File: src/rtl/hsvsa_pkg.sv
// Package for the HSV saturation adjust block: pixel words, queue item and constants.
// Used by every module under rtl.
package hsvsa_pkg;

  localparam int CHAN_W      = 8;
  localparam int GAIN_W      = 16;
  localparam int COLOR_BITS  = 8;
  localparam int QUO_W       = 17;
  localparam logic [15:0] GAIN_RESET = 16'd256;

  typedef enum logic [2:0] {
    SEC_0, SEC_1, SEC_2, SEC_3, SEC_4, SEC_5
  } sector_e;

  typedef struct packed {
    logic [CHAN_W-1:0] red;
    logic [CHAN_W-1:0] green;
    logic [CHAN_W-1:0] blue;
  } pixel_in_t;

  typedef struct packed {
    logic [CHAN_W-1:0] red_out;
    logic [CHAN_W-1:0] green_out;
    logic [CHAN_W-1:0] blue_out;
  } pixel_out_t;

  // Classified pixel handed from the front to the back
  typedef struct packed {
    logic              black;
    sector_e           sector;
    logic [CHAN_W-1:0] v;
    logic [CHAN_W-1:0] delta;
    logic [CHAN_W-1:0] rem;
  } work_t;

endpackage

File: src/rtl/hsvsa_queue.sv
// Two-entry queue between front and back stages.
// Depends on hsvsa_pkg.
module hsvsa_queue (
  input  logic             clk_i,
  input  logic             rst_ni,
  input  logic             push_valid_i,
  output logic             push_ready_o,
  input  hsvsa_pkg::work_t push_item_i,
  output logic             pop_valid_o,
  input  logic             pop_i,
  output hsvsa_pkg::work_t pop_item_o
);

  hsvsa_pkg::work_t mem_q [2];
  logic       wr_ptr_q, rd_ptr_q;
  logic [1:0] cnt_q;
  logic       push, pop;

  assign push_ready_o = (cnt_q != 2'd2);
  assign pop_valid_o  = (cnt_q != 2'd0);
  assign push         = push_valid_i && push_ready_o;
  assign pop          = pop_i && pop_valid_o;
  assign pop_item_o   = mem_q[rd_ptr_q];

  // Advance pointers and count
  always_ff @(posedge clk_i or negedge rst_ni) begin
    if (!rst_ni) begin
      wr_ptr_q <= 1'b0;
      rd_ptr_q <= 1'b0;
      cnt_q    <= 2'd0;
    end else begin
      if (push) wr_ptr_q <= !wr_ptr_q;
      if (pop)  rd_ptr_q <= !rd_ptr_q;
      cnt_q <= cnt_q + {1'b0, push} - {1'b0, pop};
    end
  end

  always_ff @(posedge clk_i) begin
    if (push) begin
      mem_q[wr_ptr_q] <= push_item_i;
    end
  end

endmodule

File: config.mk
export PLATFORM = sky130hd
export DESIGN_NAME = hsvsa_queue
export DESIGN_NICKNAME = d
export VERILOG_FILES = /design/src/rtl/hsvsa_pkg.sv /design/src/rtl/hsvsa_queue.sv
export SDC_FILE = /design/constraint.sdc
export NUM_CORES = 1
export LEC_CHECK = 0
export BUFFER_PORTS_ARGS = -buffer_cell sky130_fd_sc_hd__buf_2
export CORE_UTILIZATION = 51
export DETAILED_ROUTE_END_ITERATION = 10
export GPL_ROUTABILITY_DRIVEN = 0
export MAX_ROUTING_LAYER = met4
export PLACE_DENSITY = 0.83
export SYNTH_ARGS = -nofsm -noshare
export SYNTH_HDL_FRONTEND = slang
export SYNTH_SLANG_ARGS = --single-unit
File: constraint.sdc
create_clock -name clk_i -period 2.45 [get_ports clk_i]
set_input_delay 0.1225 -clock clk_i [delete_from_list [all_inputs] [get_ports clk_i]]
set_output_delay 0.1225 -clock clk_i [all_outputs]
set_load 0.03 [all_outputs]
# == Word level (Yosys, flattened, before mapping) ==
# Memories as Yosys holds them, arrays and structs flattened.
# Index checks and enable logic that the tools add are counted.
# Widths: inputs -> output; s select.
# totals
ff_bits,4
latch_bits,0
mem_bits_rw,56
romBits,0
input_bits,32
out_inout_bits,30
wordCells,14
n_memories,1
# classes
add_sub_neg,2
multipliers,0
div_mod_pow,0
magnitude_cmp,0
n_eq_ne,1
shifts,0
mux,2
n_bitwise,0
reduce_logical,5
# memory_table
name,words,word_bits,read_ports,rd_clocked_by_memory_dff,write_ports,line_no,text
mem_q,2,28,1,0,1,hsvsa_queue.sv:14,hsvsa_pkg::work_t mem_q [2];
# ops
op,n
$add 2x1->2,1
$logic_and 1x1->1,2
$logic_not 1->1,2
$mux 1,2
$ne 2x2->1 const B,1
$reduce_bool 2->1,1
$sub 2x1->2,1

# == Longest topological paths before layout ==
# depth
ltp_word,4
depth_mapped,5
mapped_depth_nobuf,5

# == Least setup slack after synthesis ==
# OpenSTA, ideal clock, no wires.
# synth_path
kind,flip-flop to flip-flop
from,reg cnt_q[0]
to,mem mem_q[0][0] in the netlist's numbering (enable)
setup_ns,0.413
arrival_ns,2.084
required_time_ns,2.037
path_slack_ns,-0.047
stages_incl_launch_ff,4
n_path_buf,0
period_less_slack_ns,2.497
cell_sequence,dfrtp_1 -> nand2b_1 -> nand2_1 -> nor2_1
# synth_via
elab_chain_cells,4
# synth_lines
element,line_no,text
"start, declared",hsvsa_queue.sv:16,logic [1:0] cnt_q;
"start signal, assigned",hsvsa_queue.sv:34,"cnt_q <= cnt_q + {1'b0, push} - {1'b0, pop};"
$ne 2x2->1,hsvsa_queue.sv:19,assign push_ready_o = (cnt_q != 2'd2);
via push_ready_o,hsvsa_queue.sv:7,"output logic push_ready_o,"
$logic_and 1x1->1,hsvsa_queue.sv:21,assign push = push_valid_i && push_ready_o;
$mux 1,hsvsa_queue.sv:39,if (push) begin
$mux 1 (not written as such),hsvsa_queue.sv:40,mem_q[wr_ptr_q] <= push_item_i;
"end, declared",hsvsa_queue.sv:14,
# The timed path passes the listed nets, and every way through them passes these cells.

==> impl_metrics.csv <==
group,metric,value,unit
clock_network,cts-root-buf,"clkbuf_8",
floorplan,rows,23,
sta,rsz0062_at_grt,"no",
synth,yosysMostFrequentCell,"edfxtp_1",
sta,finalMaxSlewViolations,0,
run_status,status,"completed",
route,highest_layer,"met4",
power,ir_worst_vdd,1.06,mV
route,post-route-drc-count,0,
clock_network,cts_htree_levels,3,
route,wire_per_inst,15.5,µm
synth,postSynthAreaPerCell,20.6,µm²
final_layout,postLayoutCoreUtil,0.751,
synth,synth-seq-cells,60,
sta,fin_skew,0.00819,ns
global_route,grt_max_degree,29,
sta,setup_tns,0,ns
clock_network,cts_tree,"done",
route,drtPass1Iterations,4,
placed_design,place.detailed.hpwl,2540,µm
final_layout,diodes,0,
synth,yosysSeqAreaShare,0.792,
clock_network,clock_latency,0.32,ns
worst_setup_path,start_kind,"flip-flop",
power,sw_frac_of_total,0.355,
synth,ys.flop_type,"edfxtp_1",
global_route,grt.overflow.total,0,
floorplan,core_area,4120,µm²
synth,synth.yosys.warnings,0,
synth,synth_top_area_cell,"edfxtp_1",
worst_setup_path,cp_data_arrival_time,1.73,ns
power,netSwitchingPower,1310,µW
synth,async_flop_share,0.0667,
global_route,antenna_found_initial,0,
route,wl_met3,225,µm
floorplan,start_util,0.546,
global_route,grtUsageTotal,0.202,
synth,yosys-top-cells-area,"edfxtp_1 75%, mux2_2 14%, dfrtp_1 4.5%",
worst_hold_path,hp-class,"in2async",
clock_network,post-cts-setup-buffer-count,0,
power,p_seq_frac,0.408,
power,internal_power,2380,µW
route,drt.antenna.violating_nets,0,
final_layout,area_delta_synth_final,37.5,%
synth,syn-cell-area,2250,µm²
synth,synth_xor_xnor_area_share,0.0117,
synth,yosys.area_share.adder,0.00556,
power,combPwrFrac,0.370,
clock_network,clock_sinks,60,
sta,slew_headroom,0.559,
power,power.static_leakage,0.00120,µW
route,via_per_inst,5.04,
synth,synth_cell_types,18,
placed_design,port-buffer-count,61,
synth,yosys-top-cells-count,"56 x edfxtp_1, 28 x mux2_2, 4 x dfrtp_1, 3 x nor2_1, 3 x xnor2_1",
clock_network,clk_transition_reported_paths,0.06,ns
synth,synth_edf_count,56,
synth,synth_top_family_by_area,"multiplexers",
worst_setup_path,end_kind,"output port",
sta,period_share,0.756,
final_layout,nNetsFinal,242,
route,drt_iter0_drc,67,
global_route,grt_pass1_vias,1315,
worst_setup_path,criticalPathCategory,"reg2out",
job,maxCapViolCount,0,
synth,synth_compound_area_frac,0.0134,
synth,synthSimpleGateAreaFrac,0.0289,
power,power_density,1190,nW/µm²
floorplan,die_area,4680,µm²
worst_setup_path,cp_max_fo,24,
synth,synth.area.mux_share,0.140,
route,wl,4090,µm
synth,synthCells,109,
sta,hold_viol,0,
clock_network,post_cts_resized,0,
floorplan,die_w,68.4,µm
power,pwr-share-clk,0.222,
global_route,grt_pass1_wl,6110,µm
floorplan,die-height,68.4,µm
synth,syn_nets,142,
clock_network,cts-buffers-inserted,9,
final_layout,drive_above_1_share,0.519,
sta,worstMarginPinSlew,0.662,ns
worst_setup_path,cp.required,2.33,ns
route,via_count,1330,
route,wl_met2,2150,µm
synth,synth_top_area_frac,0.748,
route,wl_met1,1660,µm
clock_network,cts_buffer_depth,2,
floorplan,pin_count,62,
sta,setup_viol,0,
sta,clock.fmax,0.540,GHz
sta,min_period,1.85,ns
per-layer routing:
| layer | track usage | up-vias |
|---|---|---|
| li1 | - | 625 |
| met1 | 0.214 | 649 |
| met2 | 0.343 | 50 |
| met3 | 0.0833 | 6 |
| met4 | 0.0625 | 0 |
| met5 | - | - |
registers in the layout, indices dropped and copies added (netlist names):
| register | count |
|---|---|
| cnt_q | 2 |
| wr_ptr_q | 1 |
| rd_ptr_q | 1 |
| mem_q | 56 |
cell families after synthesis:
group / count (synthesis)
multiplexers: 28
XOR/XNOR: 3
adder cells (fa/ha/maj): 1
buffers and inverters: 3
AND/OR/NAND/NOR: 11
AO/OA/AOI/OAI: 3
flip-flops: 60
power by group through the flow:
stage / Clock [µW] / Sequential [µW] / Combinational (µW)
after floorplan: 0 / 1480 / 1030
after CTS: 829 / 1510 / 1380
after global placement: 0 / 1500 / 1310
after global routing: 877 / 1530 / 1470
after detailed placement: 0 / 1530 / 1330
final: 818 / 1510 / 1370
cells in the final DEF, fill, tap and decap left out:
cell and n:
a311oi_2 1, and2b_2 1, and3_2 1, and4bb_1 1, buf_2 61, buf_4 2, bufinv_16 1, clkbuf_1 2
clkbuf_8 9, clkinv_2 3, clkinvlp_4 1, dfrtp_1 4, dlygate4sd3_1 29, edfxtp_1 56, ha_1 1, mux2_2 28
nand2_1 2, nand2b_1 1, nand3_1 1, nor2_1 2, nor2_2 1, o21ai_0 1, o21ba_2 1, or2_2 1
xnor2_1 3
final timing paths:
check	startpoint	endpoint	slack, ns	cells after the start
worst max-delay path	rd_ptr_q$_DFFE_PN0P_	pop_item_o[22]	0.60	3
worst min-delay path	rst_ni	cnt_q[1]$_DFF_PN0_	0.13	2
worst max register to register	cnt_q[0]$_DFF_PN0_	mem_q[0][27]$_DFFE_PP_	0.80	4
worst min register to register	wr_ptr_q$_DFFE_PN0P_	wr_ptr_q$_DFFE_PN0P_	0.52	1
max in group asynchronous	rst_ni	rd_ptr_q$_DFFE_PN0P_	2.19	2
min in group clk_i	pop_i	rd_ptr_q$_DFFE_PN0P_	0.14	3
through the flow:
stage	instance area [µm²]	total power, µW	setup slack, ns	instances	hold slack, ns
after floorplan	2250	2510	0.403	109	-0.173
after global placement	2620	2810	0.896	219	-0.0668
after detailed placement	2620	2860	0.798	219	-0.0649
after CTS	3090	3710	0.552	264	0.115
after global routing	3090	3880	0.490	264	0.128
final	3090	3690	0.597	264	0.131
worst max-delay path: stages, from the launching register on:
cell and delay, ns:
dfrtp_1 0.48, buf_4 0.36, mux2_2 0.39, buf_2 0.18
area by class of cell:
| type | instances | area (µm²) |
|---|---|---|
| Sequential cell | 60 | 1780 |
| Fill cell | 276 | 1020 |
| Timing Repair Buffer | 92 | 611 |
| Multi-Input combinational cell | 46 | 452 |
| Clock buffer | 11 | 131 |
| Tap cell | 50 | 62.6 |
| Clock inverter | 5 | 52.6 |
timing repair:
| item | CTS | global route |
|---|---|---|
| hold buffers | 29 | 0 |
| endpoints found under the hold margin | 59 | 0 |
| endpoints found under the setup margin | 0 | 0 |
Power figures use the tool's default switching activity.
