## src/rtl/hsvsa_pkg.sv

```systemverilog
// Package for the HSV saturation adjust block: pixel words, queue item and constants.
// Used by every module under rtl.
package hsvsa_pkg;

  localparam int CHAN_W      = 8;
  localparam int GAIN_W      = 16;
  localparam int COLOR_BITS  = 8;
  localparam int QUO_W       = 17;
  localparam logic [15:0] GAIN_RESET = 16'd256;

  typedef enum logic [2:0] {
    SEC_0, SEC_1, SEC_2, SEC_3, SEC_4, SEC_5
  } sector_e;

  typedef struct packed {
    logic [CHAN_W-1:0] red;
    logic [CHAN_W-1:0] green;
    logic [CHAN_W-1:0] blue;
  } pixel_in_t;

  typedef struct packed {
    logic [CHAN_W-1:0] red_out;
    logic [CHAN_W-1:0] green_out;
    logic [CHAN_W-1:0] blue_out;
  } pixel_out_t;

  // Classified pixel handed from the front to the back
  typedef struct packed {
    logic              black;
    sector_e           sector;
    logic [CHAN_W-1:0] v;
    logic [CHAN_W-1:0] delta;
    logic [CHAN_W-1:0] rem;
  } work_t;

endpackage

```

## src/rtl/hsvsa_front.sv

```systemverilog
// Front stage: finds max, delta, hue sector and sector remainder of a pixel.
// Depends on hsvsa_pkg.
module hsvsa_front #(
  parameter int COLOR_BITS = hsvsa_pkg::COLOR_BITS
) (
  input  logic                 clk_i,
  input  logic                 rst_ni,
  input  logic                 in_valid_i,
  output logic                 in_ready_o,
  input  hsvsa_pkg::pixel_in_t in_pixel_i,
  output logic                 f_valid_o,
  input  logic                 f_ready_i,
  output hsvsa_pkg::work_t     f_item_o
);

  localparam int EW = (COLOR_BITS < hsvsa_pkg::CHAN_W) ? COLOR_BITS : hsvsa_pkg::CHAN_W;
  localparam int PW = EW + 3;

  logic [EW-1:0] r, g, b, mx, mn, dl;
  logic [PW-1:0] d1, d2, d3, d4, d5, d6, pos, base, rem_w;
  hsvsa_pkg::sector_e sec;
  hsvsa_pkg::work_t item_d, item_q;
  logic valid_q;

  // Classify the incoming pixel
  always_comb begin
    r  = in_pixel_i.red[EW-1:0];
    g  = in_pixel_i.green[EW-1:0];
    b  = in_pixel_i.blue[EW-1:0];
    mx = r;
    mn = r;
    if (g > mx) mx = g;
    if (b > mx) mx = b;
    if (g < mn) mn = g;
    if (b < mn) mn = b;
    dl = mx - mn;
    d1 = PW'(dl);
    d2 = d1 << 1;
    d3 = d2 + d1;
    d4 = d1 << 2;
    d5 = d4 + d1;
    d6 = d3 << 1;
    if (r == mx) begin
      pos = PW'(g) - PW'(b);
      if (g < b) pos = pos + d6;
    end else if (g == mx) begin
      pos = d2 + PW'(b) - PW'(r);
    end else begin
      pos = d4 + PW'(r) - PW'(g);
    end
    if (pos >= d5) begin
      sec = hsvsa_pkg::SEC_5; base = d5;
    end else if (pos >= d4) begin
      sec = hsvsa_pkg::SEC_4; base = d4;
    end else if (pos >= d3) begin
      sec = hsvsa_pkg::SEC_3; base = d3;
    end else if (pos >= d2) begin
      sec = hsvsa_pkg::SEC_2; base = d2;
    end else if (pos >= d1) begin
      sec = hsvsa_pkg::SEC_1; base = d1;
    end else begin
      sec = hsvsa_pkg::SEC_0; base = '0;
    end
    rem_w         = pos - base;
    item_d.black  = (mx == '0);
    item_d.sector = sec;
    item_d.v      = hsvsa_pkg::CHAN_W'(mx);
    item_d.delta  = hsvsa_pkg::CHAN_W'(dl);
    item_d.rem    = hsvsa_pkg::CHAN_W'(rem_w[EW-1:0]);
  end

  assign in_ready_o = !valid_q || f_ready_i;

  // Hold the classified word until the queue takes it
  always_ff @(posedge clk_i or negedge rst_ni) begin
    if (!rst_ni) begin
      valid_q <= 1'b0;
    end else if (in_ready_o) begin
      valid_q <= in_valid_i;
    end
  end

  always_ff @(posedge clk_i) begin
    if (in_ready_o && in_valid_i) begin
      item_q <= item_d;
    end
  end

  assign f_valid_o = valid_q;
  assign f_item_o  = item_q;

endmodule

```

## config.mk

```make
export PLATFORM = sky130hd
export DESIGN_NAME = hsvsa_front
export DESIGN_NICKNAME = d
export VERILOG_FILES = /design/src/rtl/hsvsa_pkg.sv /design/src/rtl/hsvsa_front.sv
export SDC_FILE = /design/constraint.sdc
export NUM_CORES = 1
export LEC_CHECK = 0
export BUFFER_PORTS_ARGS = -buffer_cell sky130_fd_sc_hd__buf_2
export CAP_MARGIN = 15
export CORE_UTILIZATION = 60
export DETAILED_ROUTE_END_ITERATION = 7
export GPL_ROUTABILITY_DRIVEN = 1
export GPL_TIMING_DRIVEN = 0
export PLACE_DENSITY = 0.91
export RECOVER_POWER = 100
export REMOVE_ABC_BUFFERS = 1
export SYNTH_ARGS = -nofsm -noshare
export SYNTH_HDL_FRONTEND = slang
export SYNTH_SLANG_ARGS = --single-unit
```

## constraint.sdc

```tcl
create_clock -name clk_i -period 4.13 [get_ports clk_i]
set_input_delay 1.0325 -clock clk_i [delete_from_list [all_inputs] [get_ports clk_i]]
set_output_delay 1.0325 -clock clk_i [all_outputs]
set_load 0.02 [all_outputs]
```

==> run_results.csv, run 1 <==
group,metric,value,unit
global_routing,grt_max_degree,17,
yosys,synth_cell_types,98,
yosys,synth_edf_count,28,
die,fp.dieH,115,µm
yosys,synth_area,7690,µm²
status,tool.error,"[ERROR GRT-0232] Routing congestion too high. Check the congestion heatmap in the GUI.",
die,die_x,115,µm
placement,port-buffer-count,57,
die,num_rows,40,
clock_tree,cts_num_sinks,29,
clock_tree,cts_buffer_depth,2,
status,flow.stopped_at,"global routing (5_1_grt)",
yosys,synth_flop_cell,"edfxtp_1",
yosys,synthArstFlopShare,3.45,%
placement,routabilityCongestion,0.985,
global_routing,grt_overflow,2015,
yosys,yosys_register_bits,29,
yosys,yosysWarnings,0,
yosys,synth_seq_area_share,11.3,%
global_routing,grt_use_total,114,%
yosys,synth_area_leaders,"ha_1 (20%), edfxtp_1 (11%), a21oi_1 (5.5%), fa_1 (5.5%), inv_1 (4.1%)",
status,status,"aborted with a tool error",
placement,dp_cells,1152,
clock_tree,h-tree-depth,2,
yosys,syn_area_per_cell,8.16,µm²
yosys,synth_largest_area_cell,"ha_1",
clock_tree,cts-root-buf,"clkbuf_16",
die,start_util,62.7,%
die,ioPinCount,58,
yosys,synth_top_area_share,20.2,%
clock_tree,cts_buffers,5,
placement,dp_slack,-11.22,ns
yosys,synthCells,943,
placement,dp_hpwl,17.8,mm
routing by layer:
layer,global-route usage [%],GRT overflow
met5,67.0,12
met4,136,454
met2,158,1473
met1,92.1,34
met3,83.0,42
cells by family after synthesis:
kind of cell	count (synthesis)	synth area share (%)
XOR/XNOR	50	5.94
AND/OR/NAND/NOR	257	17.0
AO/OA/AOI/OAI	328	31.0
adder cells (fa/ha/maj)	151	26.4
multiplexers	20	2.78
buffers and inverters	108	5.63
flip-flops	29	11.3
through the flow:
step                instance area, µm²  utilization (%)  hold slack (ns)  setup TNS (ns)
floorplan                         7600                -            0.737          -96.44
global placement                  8090             66.0            0.495         -142.94
detailed placement                8130             66.3            0.511         -146.40
CTS                              10500             85.7            0.517          -73.64
synthesized netlist by cell type (17+ instances only):
master / instances
a211oi_1: 18
a21o_1: 34
a21oi_1: 84
edfxtp_1: 28
fa_1: 21
ha_1: 124
inv_1: 85
nand2_1: 54
nand2b_1: 17
nand3_1: 22
nor2_1: 71
nor2b_1: 17
nor3_1: 24
o21ai_0: 48
xnor2_1: 33
timing repair:
action | 4_1_cts
pin swaps | 116
resized for setup | 277
endpoints found under the setup margin | 28
buffers inserted | 118
gates cloned | 1
hold buffers | 0
==> run 2, diff against run 1 <==
--- a/config.mk
+++ b/config.mk
@@ -7,11 +7,11 @@
 export LEC_CHECK = 0
 export BUFFER_PORTS_ARGS = -buffer_cell sky130_fd_sc_hd__buf_2
 export CAP_MARGIN = 15
-export CORE_UTILIZATION = 60
+export CORE_UTILIZATION = 40
 export DETAILED_ROUTE_END_ITERATION = 7
 export GPL_ROUTABILITY_DRIVEN = 1
 export GPL_TIMING_DRIVEN = 0
-export PLACE_DENSITY = 0.91
+export PLACE_DENSITY_LB_ADDON = 0.15
 export RECOVER_POWER = 100
 export REMOVE_ABC_BUFFERS = 1
 export SYNTH_ARGS = -nofsm -noshare
==> run_results.csv, run 2 <==
group,metric,value,unit
status,status,"finished with violations",
status,violations,"setup timing",
routing,routed_wl,30.0,mm
global_routing,antenna_found_initial,0,
routing,drtAntennaViolNets,0,
sta,finalCritPeriodShare,277,%
final_layout,final_cell_mix,"buf_4 (160), ha_1 (93), inv_1 (62)",
placement,place_area,8190,µm²
yosys,synthCells,943,
routing,vias,8500,
global_routing,grt_pass1_wl,44.6,mm
die,die_x,141,µm
critical_path,worst_ep_required_time,4.11,ns
sta,fmax,87.4,MHz
sta,fin_skew,0.00362,ns
yosys,synth_edf_count,28,
critical_path,crit_path_start_kind,"primary input",
yosys,synth_area_leaders,"ha_1 (20%), edfxtp_1 (11%), a21oi_1 (5.5%), fa_1 (5.5%), inv_1 (4.1%)",
global_routing,grt_max_degree,29,
final_layout,synthToLayoutAreaGrowth,52.8,%
critical_path,slowest_delay,0.55,ns
clock_tree,h-tree-depth,2,
clock_tree,cts_num_sinks,29,
routing,vias_per_cell,6.00,
placement,dp_hpwl,19.8,mm
die,die_area,19800,µm²
clock_tree,clock_latency,0.27,ns
yosys,synth_top_area_share,20.2,%
yosys,synth_cell_types,98,
yosys,yosys_register_bits,29,
sta,period_needed,11.44,ns
sta,worst_slack,-7.31,ns
global_routing,grt_use_total,29.3,%
final_layout,nFillCells,1535,
yosys,syn_area_per_cell,8.16,µm²
sta,drv_slew,0,
job,drv_cap,0,
clock_tree,cts-root-buf,"clkbuf_16",
sta,hold_viol,0,
yosys,synth_flop_cell,"edfxtp_1",
critical_path,cp_max_fo,6,
sta,worstMarginPinSlew,0.818,ns
routing,drt_iter0_markers,632,
critical_path,crit_slowest_cell,"or4_4",
final_layout,antenna_cells,0,
yosys,synth_seq_area_share,11.3,%
placement,routabilityCongestion,0.952,
final_layout,layout_commonest_cell,"buf_4",
yosys,synth_largest_area_cell,"ha_1",
final_layout,drive_above_1_share,42.0,%
hold_path,holdCritPathClass,"in -> async",
clock_tree,postCtsHoldBufs,0,
yosys,synth_common_cells,"ha_1 (124), inv_1 (85), a21oi_1 (84), nor2_1 (71), nand2_1 (54)",
die,num_rows,50,
clock_tree,cts_buffer_depth,2,
die,fp.dieH,141,µm
yosys,yosysMostFrequentCell,"ha_1",
clock_tree,cts_tree,"yes",
sta,setup_viol,28,
routing,route.detailed.drc,0,
die,start_util,41.0,%
global_routing,grt_overflow,0,
final_layout,nets,1354,
critical_path,crit_top_cell,"buf_4",
routing,drtPass1Iterations,6,
critical_path,cp.arrival,11.41,ns
yosys,synthArstFlopShare,3.45,%
sta,slew_headroom,45.4,%
yosys,synth_area,7690,µm²
routing,wl_per_cell,21.2,µm
sta,rsz0062_at_grt,"true",
die,ioPinCount,58,
yosys,yosysWarnings,0,
die,core,18800,µm²
clock_tree,cts_buffers,5,
critical_path,worstSetupEndpointType,"flip-flop",
final_layout,final_cell_area,11800,µm²
global_routing,grt_pass1_vias,8096,
final_layout,largest_reg_flops,28,
critical_path,crit_type,"in -> reg",
placement,port-buffer-count,57,
clock_tree,path_clk_slew,0.05,ns
==> run 2: cell counts after synthesis <==
No cell type changed its count.
==> run 2: layout make-up <==
class                           count  area [µm²]  share of cell area (%)
Inverter                           90         402                    3.42
Clock buffer                        7         153                    1.30
Sequential cell                    29         866                    7.36
Multi-Input combinational cell    807        8110                    69.0
Clock inverter                      1        5.00                  0.0426
Timing Repair Buffer              248        1930                    16.4
Tap cell                          234         293                    2.49
==> run 2: per-stage QoR <==
step	TNS [ns]	setup WS, ns	cells	hold WS, ns	util [%]
final	-79.94	-7.31	1416	0.522	62.7
after global routing	-84.16	-7.68	1416	0.523	62.7
after CTS	-78.19	-7.20	1370	0.514	57.8
after detailed placement	-155.50	-11.90	1218	0.519	43.6
after global placement	-156.39	-11.88	1216	0.502	43.6
after floorplan	-96.44	-8.45	925	0.737	-
==> run 2: final timing paths <==
check	end	slack, ns	cells after the start	start
max	f_item_o[7]	-7.31	62	in_pixel_i[15]
min	f_valid_o	0.52	1	rst_ni
max reg2reg	f_item_o[18]	1.95	3	f_valid_o
min reg2reg	f_valid_o	0.53	2	f_valid_o
max in group asynchronous	f_valid_o	3.52	1	rst_ni
min in group clk_i	f_valid_o	0.53	2	f_valid_o
==> run 2: worst max-delay path: cells and delay by family <==
kind	cells	cell delay, ns
adders and majority gates	6	1.58
muxes	3	0.67
xor gates and xnor gates	3	0.61
and+or+nand+nor	14	2.28
AOI/OAI and AO/OA	17	2.78
buffers and inverters	19	2.46
==> run 2: cell families after synthesis <==
group                    after synthesis  synth area share [%]
buffers and inverters                108                  5.63
adder cells (fa/ha/maj)              151                  26.4
XOR/XNOR                              50                  5.94
flip-flops                            29                  11.3
multiplexers                          20                  2.78
AND/OR/NAND/NOR                      257                  17.0
AO/OA/AOI/OAI                        328                  31.0
==> run 2: timing repair <==
item,in CTS,in global routing
cloned,1,0
setup endpoints to repair,28,28
setup buffers,145,57
endpoints found under the hold margin,0,0
gates resized for setup,286,112
pin swaps,110,100
==> run 2: metal layers <==
metal / global-route usage (%) / part of all wire, %
met1: 39.6 / 44
met2: 47.4 / 45
met3: 5.47 / 8.6
met4: 8.41 / 3.0
met5: 0 / 0
Power of run 2 is left out: the tool's default activity adds up to more than one toggle a clock period on the data nets, which glitch-free logic cannot reach.
==> run 3, diff against run 2 <==
--- a/config.mk
+++ b/config.mk
@@ -5,9 +5,11 @@
 export SDC_FILE = /design/constraint.sdc
 export NUM_CORES = 1
 export LEC_CHECK = 0
+export ABC_AREA = 1
 export BUFFER_PORTS_ARGS = -buffer_cell sky130_fd_sc_hd__buf_2
 export CAP_MARGIN = 15
 export CORE_UTILIZATION = 40
+export CTS_BUF_LIST = sky130_fd_sc_hd__clkbuf_8
 export DETAILED_ROUTE_END_ITERATION = 7
 export GPL_ROUTABILITY_DRIVEN = 1
 export GPL_TIMING_DRIVEN = 0
==> run_results.csv, run 3 <==
group,metric,value,unit
critical_path,cp_top_family,"compound AO/OA/AOI/OAI gates",
placement,routabilityCongestion,0.856,
critical_path,crit_path_start_kind,"primary input",
yosys,yosysWarnings,0,
routing,vias,7580,
final_layout,largest_reg_flops,28,
sta,hold_viol,0,
sta,fin_skew,0.00813,ns
routing,vias_per_cell,5.33,
status,violations,"setup timing",
die,die_area,17500,µm²
final_layout,nets,1373,
sta,worst_slack,-5.45,ns
final_layout,synthToLayoutAreaGrowth,54.4,%
final_layout,nFillCells,1369,
critical_path,r2r_slack,1.80,ns
sta,setup_viol,19,
clock_tree,cts_tree,"yes",
yosys,synth_cell_types,54,
clock_tree,cts-root-buf,"clkbuf_8",
clock_tree,postCtsHoldBufs,0,
critical_path,worstSetupEndpointType,"flip-flop",
final_layout,drive_above_1_share,41.3,%
routing,drtPass1Iterations,6,
critical_path,worst_ep_required_time,4.16,ns
global_routing,antenna_found_initial,0,
critical_path,cp_max_fo,6,
global_routing,grt_max_degree,20,
die,ioPinCount,58,
yosys,synth_flop_cell,"edfxtp_1",
final_layout,antenna_cells,0,
die,fp.dieH,132,µm
final_layout,final_cell_mix,"nand2_1 (183), buf_4 (119), inv_1 (113)",
routing,routed_wl,23.8,mm
global_routing,grt_use_total,26.0,%
clock_tree,cts_buffer_depth,2,
die,num_rows,47,
yosys,synth_seq_area_share,12.7,%
placement,port-buffer-count,57,
yosys,synth_area_leaders,"ha_1 (23%), nand2_1 (14%), edfxtp_1 (12%), inv_1 (7.9%), fa_1 (6.2%)",
sta,worstMarginPinSlew,1.03,ns
yosys,yosys_register_bits,29,
critical_path,cp.arrival,9.62,ns
critical_path,cp.buffers_inverters,11,
placement,dp_slack,-9.28,ns
yosys,synth_common_cells,"nand2_1 (250), inv_1 (143), ha_1 (124), a21oi_1 (77), nand3_1 (68)",
placement,dp_hpwl,15.9,mm
hold_path,holdCritPathClass,"in -> async",
sta,fmax,104,MHz
clock_tree,h-tree-depth,2,
final_layout,layout_commonest_cell,"nand2_1",
yosys,syn_area_per_cell,6.90,µm²
global_routing,use_met3,1.85,%
sta,period_needed,9.58,ns
die,core,16600,µm²
yosys,synth_largest_area_cell,"ha_1",
global_routing,grt_pass1_wl,36.4,mm
critical_path,crit_cells,59,
die,die_x,132,µm
final_layout,final_core_util,63.3,%
clock_tree,path_clk_slew,0.06,ns
routing,route.detailed.drc,0,
critical_path,crit_slowest_cell,"fa_2",
status,status,"finished with violations",
critical_path,reg2reg_from,"f_valid_o",
yosys,synth_top_area_share,22.8,%
routing,drtAntennaViolNets,0,
clock_tree,cts_num_sinks,29,
clock_tree,clock_latency,0.28,ns
global_routing,grt_overflow,0,
sta,drv_slew,0,
critical_path,crit_type,"in -> reg",
job,drv_cap,0,
global_routing,grtUsageMet2,43.0,%
critical_path,slowest_delay,0.40,ns
critical_path,timing.rr.end,"f_item_o[16]",
yosys,synthArstFlopShare,3.45,%
sta,rsz0062_at_grt,"true",
sta,slew_headroom,31.6,%
routing,wl_per_cell,16.8,µm
routing,drt_iter0_markers,515,
yosys,synth_area,6800,µm²
critical_path,r2r_cells,2,
sta,finalCritPeriodShare,232,%
die,start_util,41.0,%
sta,finalSetupTns,-55.47,ns
yosys,yosysMostFrequentCell,"nand2_1",
global_routing,grt_pass1_vias,7009,
yosys,synth_edf_count,28,
global_routing,top_usage_layer,"met2",
critical_path,crit_top_cell,"a21oi_2",
yosys,synthCells,986,
global_routing,met1_usage,36.2,%
clock_tree,cts_buffers,5,
run 3: changes by cell type in the layout (fill, tap and decap cells not counted), moves of 22 or more:
cell and delta:
nand2_2 +47, nand3_1 +38, nand2_1 +141, a21o_1 -24
inv_1 +51, o21ai_0 -24, nand2_4 +22, buf_4 -41
run 3: worst max path at each step:
stage / startpoint / to
2_1_floorplan: in_pixel_i[11] / f_item_o[7]
3_3_place_gp: in_pixel_i[9] / f_item_o[7]
3_5_place_dp: in_pixel_i[9] / f_item_o[7]
4_1_cts: in_pixel_i[9] / f_item_o[7]
5_1_grt: in_pixel_i[11] / f_item_o[7]
6_report: in_pixel_i[14] / f_item_o[7]
run 3: repair_timing:
item                       CTS  global route
cloned                       2             1
gates resized for setup    287           169
pin swaps                  111           129
setup endpoints to repair   28            20
hold endpoints to repair     0             0
setup buffers              101            65
run 3: final cells by class:
cell class	instances	area [µm²]	share of cell area [%]
multi-input combinational	792	6870	65.4
timing repair buffer	214	1750	16.7
sequential	29	866	8.24
inverter	158	664	6.33
tap	220	275	2.62
clock buffer	5	68.8	0.655
clock inverter	3	13.8	0.131
run 3: logic make-up (layout without fill, tap and decap cells):
kind of cell,count (synthesis),count (layout),synth area share [%]
buffers and inverters,168,380,9.75
adder cells (fa/ha/maj),145,145,29.0
flip-flops,29,29,12.7
AND/OR/NAND/NOR,418,421,26.7
multiplexers,1,1,0.147
AO/OA/AOI/OAI,180,180,15.8
XOR/XNOR,45,45,5.79
run 3: layer usage:
metal	vias to the layer above	part of all wire (%)
met1	3550	45
met3	51	6.6
met2	274	46
met4	0	2.2
met5	-	0
li1	3705	-
run 3: per-stage QoR:
stage                     hold WS, ns  area [µm²]  instances
after floorplan                 0.737        6730        976
after global placement          0.505        7290       1253
after detailed placement        0.567        7330       1254
after CTS                       0.515        9370       1364
after global routing            0.512       10500       1421
final                           0.520       10500       1421
Power of run 3 is left out for the same reason.
