===== config.mk =====
export PLATFORM = sky130hd
export DESIGN_NAME = hsvsa_back
export DESIGN_NICKNAME = d
export VERILOG_FILES = /design/src/rtl/hsvsa_pkg.sv /design/src/rtl/hsvsa_divider.sv /design/src/rtl/hsvsa_back.sv
export SDC_FILE = /design/constraint.sdc
export NUM_CORES = 2
export LEC_CHECK = 0
export BUFFER_PORTS_ARGS = -buffer_cell sky130_fd_sc_hd__buf_4
export CAP_MARGIN = 5
export CELL_PAD_IN_SITES_DETAIL_PLACEMENT = 1
export CELL_PAD_IN_SITES_GLOBAL_PLACEMENT = 2
export CORE_MARGIN = 2
export CORE_UTILIZATION = 40
export CTS_CLUSTER_SIZE = 28
export DETAILED_ROUTE_END_ITERATION = 16
export PLACE_DENSITY_LB_ADDON = 0.05
export SLEW_MARGIN = 15
export SYNTH_ARGS = -nofsm -noshare
export SYNTH_HDL_FRONTEND = slang
export SYNTH_SLANG_ARGS = --single-unit
export TNS_END_PERCENT = 5

===== constraint.sdc =====
create_clock -name clk_i -period 20.2 [get_ports clk_i]
set_clock_uncertainty 0.1 [all_clocks]
set_input_delay 2.02 -clock clk_i [delete_from_list [all_inputs] [get_ports clk_i]]
set_output_delay 2.02 -clock clk_i [all_outputs]
set_load 0.01 [all_outputs]

===== src/rtl/hsvsa_pkg.sv =====
// Package for the HSV saturation adjust block: pixel words, queue item and constants.
// Used by every module under rtl.
package hsvsa_pkg;

  localparam int CHAN_W      = 8;
  localparam int GAIN_W      = 16;
  localparam int COLOR_BITS  = 8;
  localparam int QUO_W       = 17;
  localparam logic [15:0] GAIN_RESET = 16'd256;

  typedef enum logic [2:0] {
    SEC_0, SEC_1, SEC_2, SEC_3, SEC_4, SEC_5
  } sector_e;

  typedef struct packed {
    logic [CHAN_W-1:0] red;
    logic [CHAN_W-1:0] green;
    logic [CHAN_W-1:0] blue;
  } pixel_in_t;

  typedef struct packed {
    logic [CHAN_W-1:0] red_out;
    logic [CHAN_W-1:0] green_out;
    logic [CHAN_W-1:0] blue_out;
  } pixel_out_t;

  // Classified pixel handed from the front to the back
  typedef struct packed {
    logic              black;
    sector_e           sector;
    logic [CHAN_W-1:0] v;
    logic [CHAN_W-1:0] delta;
    logic [CHAN_W-1:0] rem;
  } work_t;

endpackage


===== src/rtl/hsvsa_divider.sv =====
// Pipelined restoring divider: floor(num * 65536 / den) for num <= den, one bit per stage.
// Depends on hsvsa_pkg.
module hsvsa_divider #(
  parameter int EW = hsvsa_pkg::CHAN_W
) (
  input  logic                         clk_i,
  input  logic                         en_i,
  input  logic [EW-1:0]                num_i,
  input  logic [EW-1:0]                den_i,
  output logic [hsvsa_pkg::QUO_W-1:0]  quo_o
);

  localparam int NS = hsvsa_pkg::QUO_W;

  logic [EW-1:0] rem_q [NS];
  logic [EW-1:0] den_q [NS];
  logic [NS-1:0] quo_q [NS];

  // First stage: integer bit of the quotient
  always_ff @(posedge clk_i) begin
    if (en_i) begin
      den_q[0] <= den_i;
      if (num_i >= den_i) begin
        rem_q[0] <= num_i - den_i;
        quo_q[0] <= NS'(1);
      end else begin
        rem_q[0] <= num_i;
        quo_q[0] <= '0;
      end
    end
  end

  // Remaining stages: one fraction bit each
  for (genvar k = 1; k < NS; k++) begin : g_stage
    logic [EW:0] tmp;
    assign tmp = {rem_q[k-1], 1'b0};
    always_ff @(posedge clk_i) begin
      if (en_i) begin
        den_q[k] <= den_q[k-1];
        if (tmp >= {1'b0, den_q[k-1]}) begin
          rem_q[k] <= EW'(tmp - {1'b0, den_q[k-1]});
          quo_q[k] <= {quo_q[k-1][NS-2:0], 1'b1};
        end else begin
          rem_q[k] <= tmp[EW-1:0];
          quo_q[k] <= {quo_q[k-1][NS-2:0], 1'b0};
        end
      end
    end
  end

  assign quo_o = quo_q[NS-1];

endmodule


===== src/rtl/hsvsa_back.sv =====
// Back pipeline: saturation and hue fraction division, gain scaling, p/q/t and RGB rebuild.
// Depends on hsvsa_pkg and hsvsa_divider.
module hsvsa_back #(
  parameter int COLOR_BITS = hsvsa_pkg::COLOR_BITS
) (
  input  logic                             clk_i,
  input  logic                             rst_ni,
  input  logic                             q_valid_i,
  output logic                             q_pop_o,
  input  hsvsa_pkg::work_t                 q_item_i,
  input  logic [hsvsa_pkg::GAIN_W-1:0]     gain_i,
  output logic                             out_valid_o,
  input  logic                             out_ready_i,
  output hsvsa_pkg::pixel_out_t            out_pixel_o
);

  localparam int EW = (COLOR_BITS < hsvsa_pkg::CHAN_W) ? COLOR_BITS : hsvsa_pkg::CHAN_W;
  localparam int NS = hsvsa_pkg::QUO_W;
  localparam logic [16:0] ONE = 17'h10000;

  logic adv;
  logic [NS-1:0] s_quo, f_quo;
  logic [NS-1:0] vld_q;
  hsvsa_pkg::work_t side_q [NS];
  hsvsa_pkg::work_t m1_side_q, m2_side_q, m3_side_q;
  logic m1_vld_q, m2_vld_q, m3_vld_q, out_vld_q;
  logic [32:0] raw_q;
  logic [15:0] f1_q;
  logic [24:0] raw_sh;
  logic [16:0] ss_d, ss_q, fa, fb, fc;
  logic [32:0] ssf_q;
  logic [33:0] ssg_q;
  logic [EW-1:0] v3;
  logic [EW+16:0] pa, pb, pc;
  logic [EW-1:0] p_q, q_q, t_q;
  logic grey_q;
  logic [EW-1:0] v_o, ro, go, bo;
  hsvsa_pkg::pixel_out_t out_q;

  assign adv     = !out_vld_q || out_ready_i;
  assign q_pop_o = adv;

  hsvsa_divider #(.EW(EW)) u_sat_div (
    .clk_i (clk_i),
    .en_i  (adv),
    .num_i (q_item_i.delta[EW-1:0]),
    .den_i (q_item_i.v[EW-1:0]),
    .quo_o (s_quo)
  );

  hsvsa_divider #(.EW(EW)) u_hue_div (
    .clk_i (clk_i),
    .en_i  (adv),
    .num_i (q_item_i.rem[EW-1:0]),
    .den_i (q_item_i.delta[EW-1:0]),
    .quo_o (f_quo)
  );

  // Advance valid bits through every stage
  always_ff @(posedge clk_i or negedge rst_ni) begin
    if (!rst_ni) begin
      vld_q     <= '0;
      m1_vld_q  <= 1'b0;
      m2_vld_q  <= 1'b0;
      m3_vld_q  <= 1'b0;
      out_vld_q <= 1'b0;
    end else if (adv) begin
      vld_q     <= {vld_q[NS-2:0], q_valid_i};
      m1_vld_q  <= vld_q[NS-1];
      m2_vld_q  <= m1_vld_q;
      m3_vld_q  <= m2_vld_q;
      out_vld_q <= m3_vld_q;
    end
  end

  // Carry the classified word alongside the dividers
  always_ff @(posedge clk_i) begin
    if (adv) begin
      side_q[0] <= q_item_i;
      for (int k = 1; k < NS; k++) begin
        side_q[k] <= side_q[k-1];
      end
    end
  end

  // Clamp the scaled saturation to one and form the p/q/t products
  always_comb begin
    raw_sh = raw_q[32:8];
    ss_d   = (raw_sh > 25'(ONE)) ? ONE : raw_sh[16:0];
    fa     = ONE - ss_q;
    fb     = ONE - ssf_q[32:16];
    fc     = 17'(18'(ONE) - ssg_q[33:16]);
    v3     = m2_side_q.v[EW-1:0];
    pa     = {{17{1'b0}}, v3} * {{EW{1'b0}}, fa};
    pb     = {{17{1'b0}}, v3} * {{EW{1'b0}}, fb};
    pc     = {{17{1'b0}}, v3} * {{EW{1'b0}}, fc};
  end

  // Scale, form products, then p/q/t
  always_ff @(posedge clk_i) begin
    if (adv) begin
      m1_side_q <= side_q[NS-1];
      raw_q     <= s_quo * gain_i;
      f1_q      <= f_quo[15:0];
      m2_side_q <= m1_side_q;
      ss_q      <= ss_d;
      ssf_q     <= ss_d * f1_q;
      ssg_q     <= ss_d * (ONE - {1'b0, f1_q});
      m3_side_q <= m2_side_q;
      grey_q    <= (ss_q == '0);
      p_q       <= pa[EW+15:16];
      q_q       <= pb[EW+15:16];
      t_q       <= pc[EW+15:16];
    end
  end

  // Rebuild RGB from the sector
  always_comb begin
    v_o = m3_side_q.v[EW-1:0];
    case (m3_side_q.sector)
      hsvsa_pkg::SEC_0: begin ro = v_o; go = t_q; bo = p_q; end
      hsvsa_pkg::SEC_1: begin ro = q_q; go = v_o; bo = p_q; end
      hsvsa_pkg::SEC_2: begin ro = p_q; go = v_o; bo = t_q; end
      hsvsa_pkg::SEC_3: begin ro = p_q; go = q_q; bo = v_o; end
      hsvsa_pkg::SEC_4: begin ro = t_q; go = p_q; bo = v_o; end
      default:          begin ro = v_o; go = p_q; bo = q_q; end
    endcase
    if (m3_side_q.black) begin
      ro = '0; go = '0; bo = '0;
    end else if (grey_q) begin
      ro = v_o; go = v_o; bo = v_o;
    end
  end

  always_ff @(posedge clk_i) begin
    if (adv) begin
      out_q.red_out   <= hsvsa_pkg::CHAN_W'(ro);
      out_q.green_out <= hsvsa_pkg::CHAN_W'(go);
      out_q.blue_out  <= hsvsa_pkg::CHAN_W'(bo);
    end
  end

  assign out_valid_o = out_vld_q;
  assign out_pixel_o = out_q;

endmodule


After elaboration in Yosys (flattened, before gate mapping) --
Memory sizes are Yosys's and may differ from the RTL's. A register that Yosys moved wholly into a read port is not among the register bits. Index checks and enable logic that the tools add are counted.
Operators by class: equality and inequality tests 4, magnitude comparators 35, bitwise logic cells 68, multiplexer cells 281, reductions and logical operators 8, multiply operators 6, add/sub/neg operators 38
Operators with widths (number):
- 2-to-1 mux 17 bit | 35
- 2-to-1 mux 8 bit | 37
- greater-or-equal comparator 9 x 8 -> 1 bit | 32
- subtractor 8 bit | 34
- 2-to-1 mux 1 bit | 206
- multiplier 8 x 17 -> 24 bit | 3
- case mux 8 bit (3 select lines) | 3
- bitwise OR 1 bit | 68
- multiplier 17 x 16 -> 33 bit | 2
- subtractor 17 bit (first input constant) | 3
- multiplier 18 x 18 -> 33 bit | 1
- > comparator 25 x 17 -> 1 bit (second input constant) | 1
- subtractor 17 x 16 -> 18 bit (first input constant) | 1
- logical NOT 17 bit | 1
- greater-or-equal comparator 8 bit | 2
- OR reduction 2 bit | 4
- equality test 3 x 2 -> 1 bit (second input constant) | 2
- equality test 3 x 1 -> 1 bit (second input constant) | 1
- equality test 3 bit (second input constant) | 1
- logical NOT 3 bit | 1
- logical NOT 1 bit | 1
- logical OR 1 bit | 1
Word-level totals: memory bits (writable) 1598, input port bits 48, output and inout port bits 26, register bits 210, logic and storage cells 469, memories kept 7
Memories:
- side_q | depth 17, width 28, read ports 17, clocked after Yosys merged registers in 1, write ports 17, line hsvsa_back.sv:24 | hsvsa_pkg::work_t side_q [NS];
- u_hue_div.quo_q | depth 17, width 17, read ports 17, clocked after Yosys merged registers in 1, write ports 17, line hsvsa_divider.sv:17 | logic [NS-1:0] quo_q [NS];
- u_sat_div.quo_q | depth 17, width 17, read ports 17, clocked after Yosys merged registers in 0, write ports 17, line hsvsa_divider.sv:17
- u_hue_div.den_q | depth 17, width 8, read ports 16, clocked after Yosys merged registers in 0, write ports 17, line hsvsa_divider.sv:16 | logic [EW-1:0] den_q [NS];
- u_hue_div.rem_q | depth 17, width 8, read ports 16, clocked after Yosys merged registers in 0, write ports 17, line hsvsa_divider.sv:15 | logic [EW-1:0] rem_q [NS];
- u_sat_div.den_q | depth 17, width 8, read ports 16, clocked after Yosys merged registers in 0, write ports 17, line hsvsa_divider.sv:16
- 1 more memories

Depth between registers and ports, before layout --
An unclocked memory read counts as a cell.
depth after elaboration 6, gate-level depth with buffers 31, depth with buffers taken out 30

Cells and area by module --
A second synthesis with hierarchy kept.
Second synthesis, totals: cell total of the unflattened synthesis 8232, area total of the unflattened synthesis 92887.8 um^2
Modules (own cells, without submodules):
- hsvsa_back | times used 1, seq. area each 11966.5 um^2, cells each 5009, area an instance 51035.2 um^2
- hsvsa_divider at u_sat_div | times used 1, seq. area each 12271.8 um^2, cells each 1603, area an instance 20932.6 um^2
- hsvsa_divider at u_hue_div | times used 1, seq. area each 12271.8 um^2, cells each 1620, area an instance 20920.1 um^2

Least setup slack after synthesis --
Ideal clock, no wire load.
kind input to register, start input out_ready_i, end memory u_hue_div.quo_q[10][0] (netlist bit), enable pin, setup slack 2.008 ns, buffers on the path 1, arrival time 16.973 ns, stages 3, setup time 1.118 ns, data required time 18.982 ns, cells stage by stage nor2b_1 -> clkinv_1 -> clkbuf_1
RTL lines:
- start: declaration | line hsvsa_back.sv:13 | input logic out_ready_i,
- end: declaration | line hsvsa_divider.sv:17

Worst setup path in the final report --
start register raw_q[16], end register ssf_q[24] (data pin)
Between the ends: cells in the longest elaborated chain, start to end 3
Ends and longest elaborated chain:
- start: declaration | line hsvsa_back.sv:27 | logic [32:0] raw_q;
- start signal: assignment | line hsvsa_back.sv:103 | raw_q <= s_quo * gain_i;
- > comparator 25 x 17 -> 1 bit | line hsvsa_back.sv:89 | ss_d = (raw_sh > 25'(ONE)) ? ONE : raw_sh[16:0];
- 2-to-1 mux 17 bit * | line hsvsa_back.sv:89
- multiplier 17 x 16 -> 33 bit * | line hsvsa_back.sv:107 | ssf_q <= ss_d * f1_q;
- end signal: assignment | line hsvsa_back.sv:107
- end: declaration | line hsvsa_back.sv:31 | logic [32:0] ssf_q;
Mark *: on every way between the ends. The rest lies on a longest branch, timed or not. A chain may end at the register's enable or synchronous reset.

==> flow_summary.rst <==
.. list-table::
   :header-rows: 1

   * - Metric
     - Value
   * - Result of the run
     - finished clean
   * - Largest net degree at the start of global routing
     - 178
   * - DRC Markers
     - 0
   * - Hold Vio Cnt, Final
     - 0
   * - Post-synthesis async set-or-reset flop share
     - 1.95%
   * - Sort of element at the start of the critical path
     - register
   * - Synth area leaders
     - edfxtp_1 37%, fa_1 22%, ha_1 10%
   * - Final critical-path share of the clock period
     - 45.3%
   * - Wire length of the first global-routing pass
     - 344 mm
   * - Die height
     - 465 microns
   * - Drt initial violations
     - 2536
   * - Data required time of the worst path
     - 20.63 ns
   * - Area taken by flip-flops and latches
     - 32200 sq um
   * - Setup Total Neg Slack
     - 0 ns
   * - Number of detailed-routing iterations run before antenna repair
     - 5
   * - Syn. warnings
     - 0
   * - Max-Cap Viols
     - 0
   * - Setup Fix Bufs, Post-CTS
     - 0
   * - Hold buffer count at cts
     - 0
   * - Min Clock Period, post-route
     - 9.15 ns
   * - Cell with the most instances on the worst path
     - fa_1
   * - #FFs+latches synth
     - 1075
   * - Slowest library cell on the worst path
     - a2111oi_0
   * - Register clock-pin slew on the reported worst setup and hold paths
     - 0.07 ns
   * - Die ar.
     - 216000 sq um
   * - Arrival @ worst endpoint
     - 9.59 ns
   * - Total of fill cells in the finished design
     - 22.7k
   * - Overall via count from detail_route
     - 53.1k
   * - Share of cells above drive strength 1
     - 7.61%
   * - Area share of the largest cell type after synthesis
     - 37.2%
   * - I/O pin count
     - 74
   * - Initial cell density of the core
     - 40.2%
   * - Syn-to-layout area delta
     - 9.93%
   * - Total area of multi-input combinational cells
     - 46500 sq um
   * - Number of global-route vias before repair
     - 59.6k
   * - Core footprint
     - 212000 sq um
   * - Post-synthesis instance area
     - 85000 sq um
   * - Die extent in x
     - 465 microns
   * - Dominant register cell in the synthesized netlist
     - edfxtp_1
   * - Clock Tree Buf Depth
     - 3
   * - Syn_area_per_cell
     - 11.1 sq um
   * - Detail Placement HPWL
     - 161 mm
   * - Cell variety after synth
     - 90
   * - Cell taking the most area after synthesis
     - edfxtp_1
   * - Routed length per instance
     - 20.0 microns
   * - Fmax
     - 0.109 GHz
   * - CTS Buf Count
     - 130
   * - Worst setup EP type
     - register
   * - Clock Root Buffer
     - clkbuf_16
   * - Count of input and output buffers
     - 73
   * - Type of the most critical hold path
     - register to register
   * - Number of pins exceeding their max-slew limit in the final report
     - 0
   * - Number of flops mapped to enable cells by yosys
     - 1052
   * - Antenna violations before repair
     - 5
   * - Final weighted congestion in routability-driven placement
     - 0.839
   * - Clock latency on the worst-skew pair
     - 0.81 ns
   * - Least-Margin Pin Slew
     - 1.16 ns
   * - Count of antenna-violating nets left after detailed routing
     - 0
   * - Mean number of vias per cell
     - 4.98
   * - Sequential fraction of the synthesis area
     - 37.8%
   * - WS Path Type
     - register to register
   * - CTS sink cnt
     - 1075
   * - H-Tree Level Count
     - 4
   * - Instance count of the mapped netlist
     - 7644
   * - Post-synthesis net count
     - 9333
   * - Combined global-route utilization of all metal layers
     - 20.4%
   * - Slowest Stage Delay on Critical Path
     - 0.59 ns
   * - Max transition margin
     - 22.0%
   * - Maximum net fanout on the critical path
     - 22
   * - Cell Rows
     - 169
   * - Clock tree from TritonCTS
     - built
   * - RSZ-0062 raised after global routing
     - false
   * - Routed WL
     - 214 mm
   * - Final #Nets
     - 9425
   * - Core occupancy in the finished layout
     - 44.2%
   * - Sum of overflow across all layers after global routing
     - 0
   * - Total setup violations reported at the end of the flow
     - 0
   * - Post-CTS resize count
     - 0
per-layer routing:
layer | share of wire, % | track usage [%] | up-vias | routed length, microns
met4 | 1.8 | 4.28 | 2 | 3740
met1 | 47 | 27.7 | 27400 | 100000
li1 | - | - | 24900 | -
met2 | 49 | 34.9 | 586 | 104000
met3 | 2.7 | 2.44 | 221 | 5870
met5 | 0.0037 | 0 | - | 8
critical path, delay by kind of cell, from the launching register on:
family,cells,cell delay [ns]
buf+inv,5,0.83
compound gates,6,1.75
simple gates,6,2.13
flops,1,0.58
mux,1,0.17
fa+ha+maj,7,3.32
metrics by stage:
step	std cells	hold slack (ns)	setup slack, ns	instance area (sq um)
floorplan	7644	0.300	2.01	85000
global placement	10400	0.300	11.11	89100
detailed placement	10400	0.305	10.96	89100
CTS	10700	0.271	10.98	93500
global route	10700	0.304	10.58	93500
finish	10700	0.290	11.05	93500
state kept, by name, summed over array words and instances, names as in the netlist, 8 cells and up:
register,cells
side_q,332
u_sat_div.quo_q,153
u_hue_div.quo_q,136
u_hue_div.rem_q,128
u_sat_div.rem_q,128
raw_q,25
out_pixel_o,24
ss_q,17
ssf_q,17
ssg_q,17
vld_q,17
f1_q,16
m1_side_q,12
p_q,8
q_q,8
t_q,8
v3,8
v_o,8
final timing paths:
| kind | slack (ns) | cells past startpoint | startpoint | to |
|---|---|---|---|---|
| hold / removal | 0.29 | 0 | u_hue_div.quo_q[16][7]$_DFFE_PP_ | f1_q[7]$_DFFE_PN_ |
| hold reg to reg | 0.29 | 0 | u_hue_div.quo_q[16][7]$_DFFE_PP_ | f1_q[7]$_DFFE_PN_ |
| min in group asynchronous | 1.00 | 1 | rst_ni | vld_q[9]$_DFFE_PN0N_ |
| setup reg to reg | 11.05 | 25 | raw_q[16]$_DFFE_PN_ | ssf_q[24]$_DFFE_PN_ |
| setup / recovery | 11.05 | 25 | raw_q[16]$_DFFE_PN_ | ssf_q[24]$_DFFE_PN_ |
| max in group asynchronous | 18.76 | 1 | rst_ni | vld_q[12]$_DFFE_PN0N_ |
cells in the final DEF, fill, tap and decap left out, types with 18 or more instances in the layout:
cell / instances
inv_1: 1478
edfxtp_1: 1052
fa_1: 932
nand2_1: 848
ha_1: 709
nor2_1: 419
and2_1: 324
o21ai_0: 196
xnor2_1: 175
buf_4: 159
mux2_2: 156
and3_1: 131
clkbuf_16: 131
a21oi_1: 120
a21boi_0: 101
nor2b_1: 86
xor2_1: 84
mux2i_1: 72
nor3_1: 69
a21o_1: 64
nand3_1: 51
nand2b_1: 48
nand4_1: 40
nor2_2: 30
clkinv_2: 29
a311oi_1: 26
clkinv_1: 24
dfrtp_1: 21
o211ai_1: 18
Yosys cell counts, drive strengths merged, types with 4 or more instances:
cell type	number
inv	1480
edfxtp	1052
fa	932
nand2	851
ha	709
nor2	450
and2	324
o21ai	198
xnor2	178
clkbuf	170
mux2	156
and3	131
a21oi	122
a21boi	102
nor2b	87
xor2	86
mux2i	72
nor3	72
a21o	64
nand3	52
nand2b	48
nand4	41
buf	32
a311oi	26
dfrtp	21
nor4	19
o211ai	19
o21a	16
o21bai	16
a211oi	13
or3	11
o31ai	10
a22oi	8
o22ai	8
clkinv	6
nand3b	6
or2	6
a2111oi	4
and4	4
o2111ai	4
cell families (layout without fill, tap and decap cells):
| family | after synthesis | in the layout | synth area share, % |
|---|---|---|---|
| AOI/OAI and AO/OA | 634 | 634 | 4.83 |
| xor gates and xnor gates | 264 | 264 | 2.76 |
| adders and majority gates | 1641 | 1641 | 32.4 |
| buffers and inverters | 1688 | 1888 | 7.48 |
| DFF | 1075 | 1075 | 37.8 |
| muxes | 228 | 228 | 2.91 |
| other | 0 | 3 | 0 |
| and+or+nand+nor | 2114 | 2114 | 11.8 |
cell type report:
type	count	area share (%)
Sequential cell	1075	34.4
Clock inverter	91	1.11
Antenna cell	3	0.00803
Inverter	1486	5.98
Timing Repair Buffer	162	1.34
Clock buffer	149	3.59
Tap cell	2821	3.78
Multi-Input combinational cell	4881	49.8
Power is not shown: default switching activity piles up to over one toggle a cycle in this logic, so the estimate is an artifact.
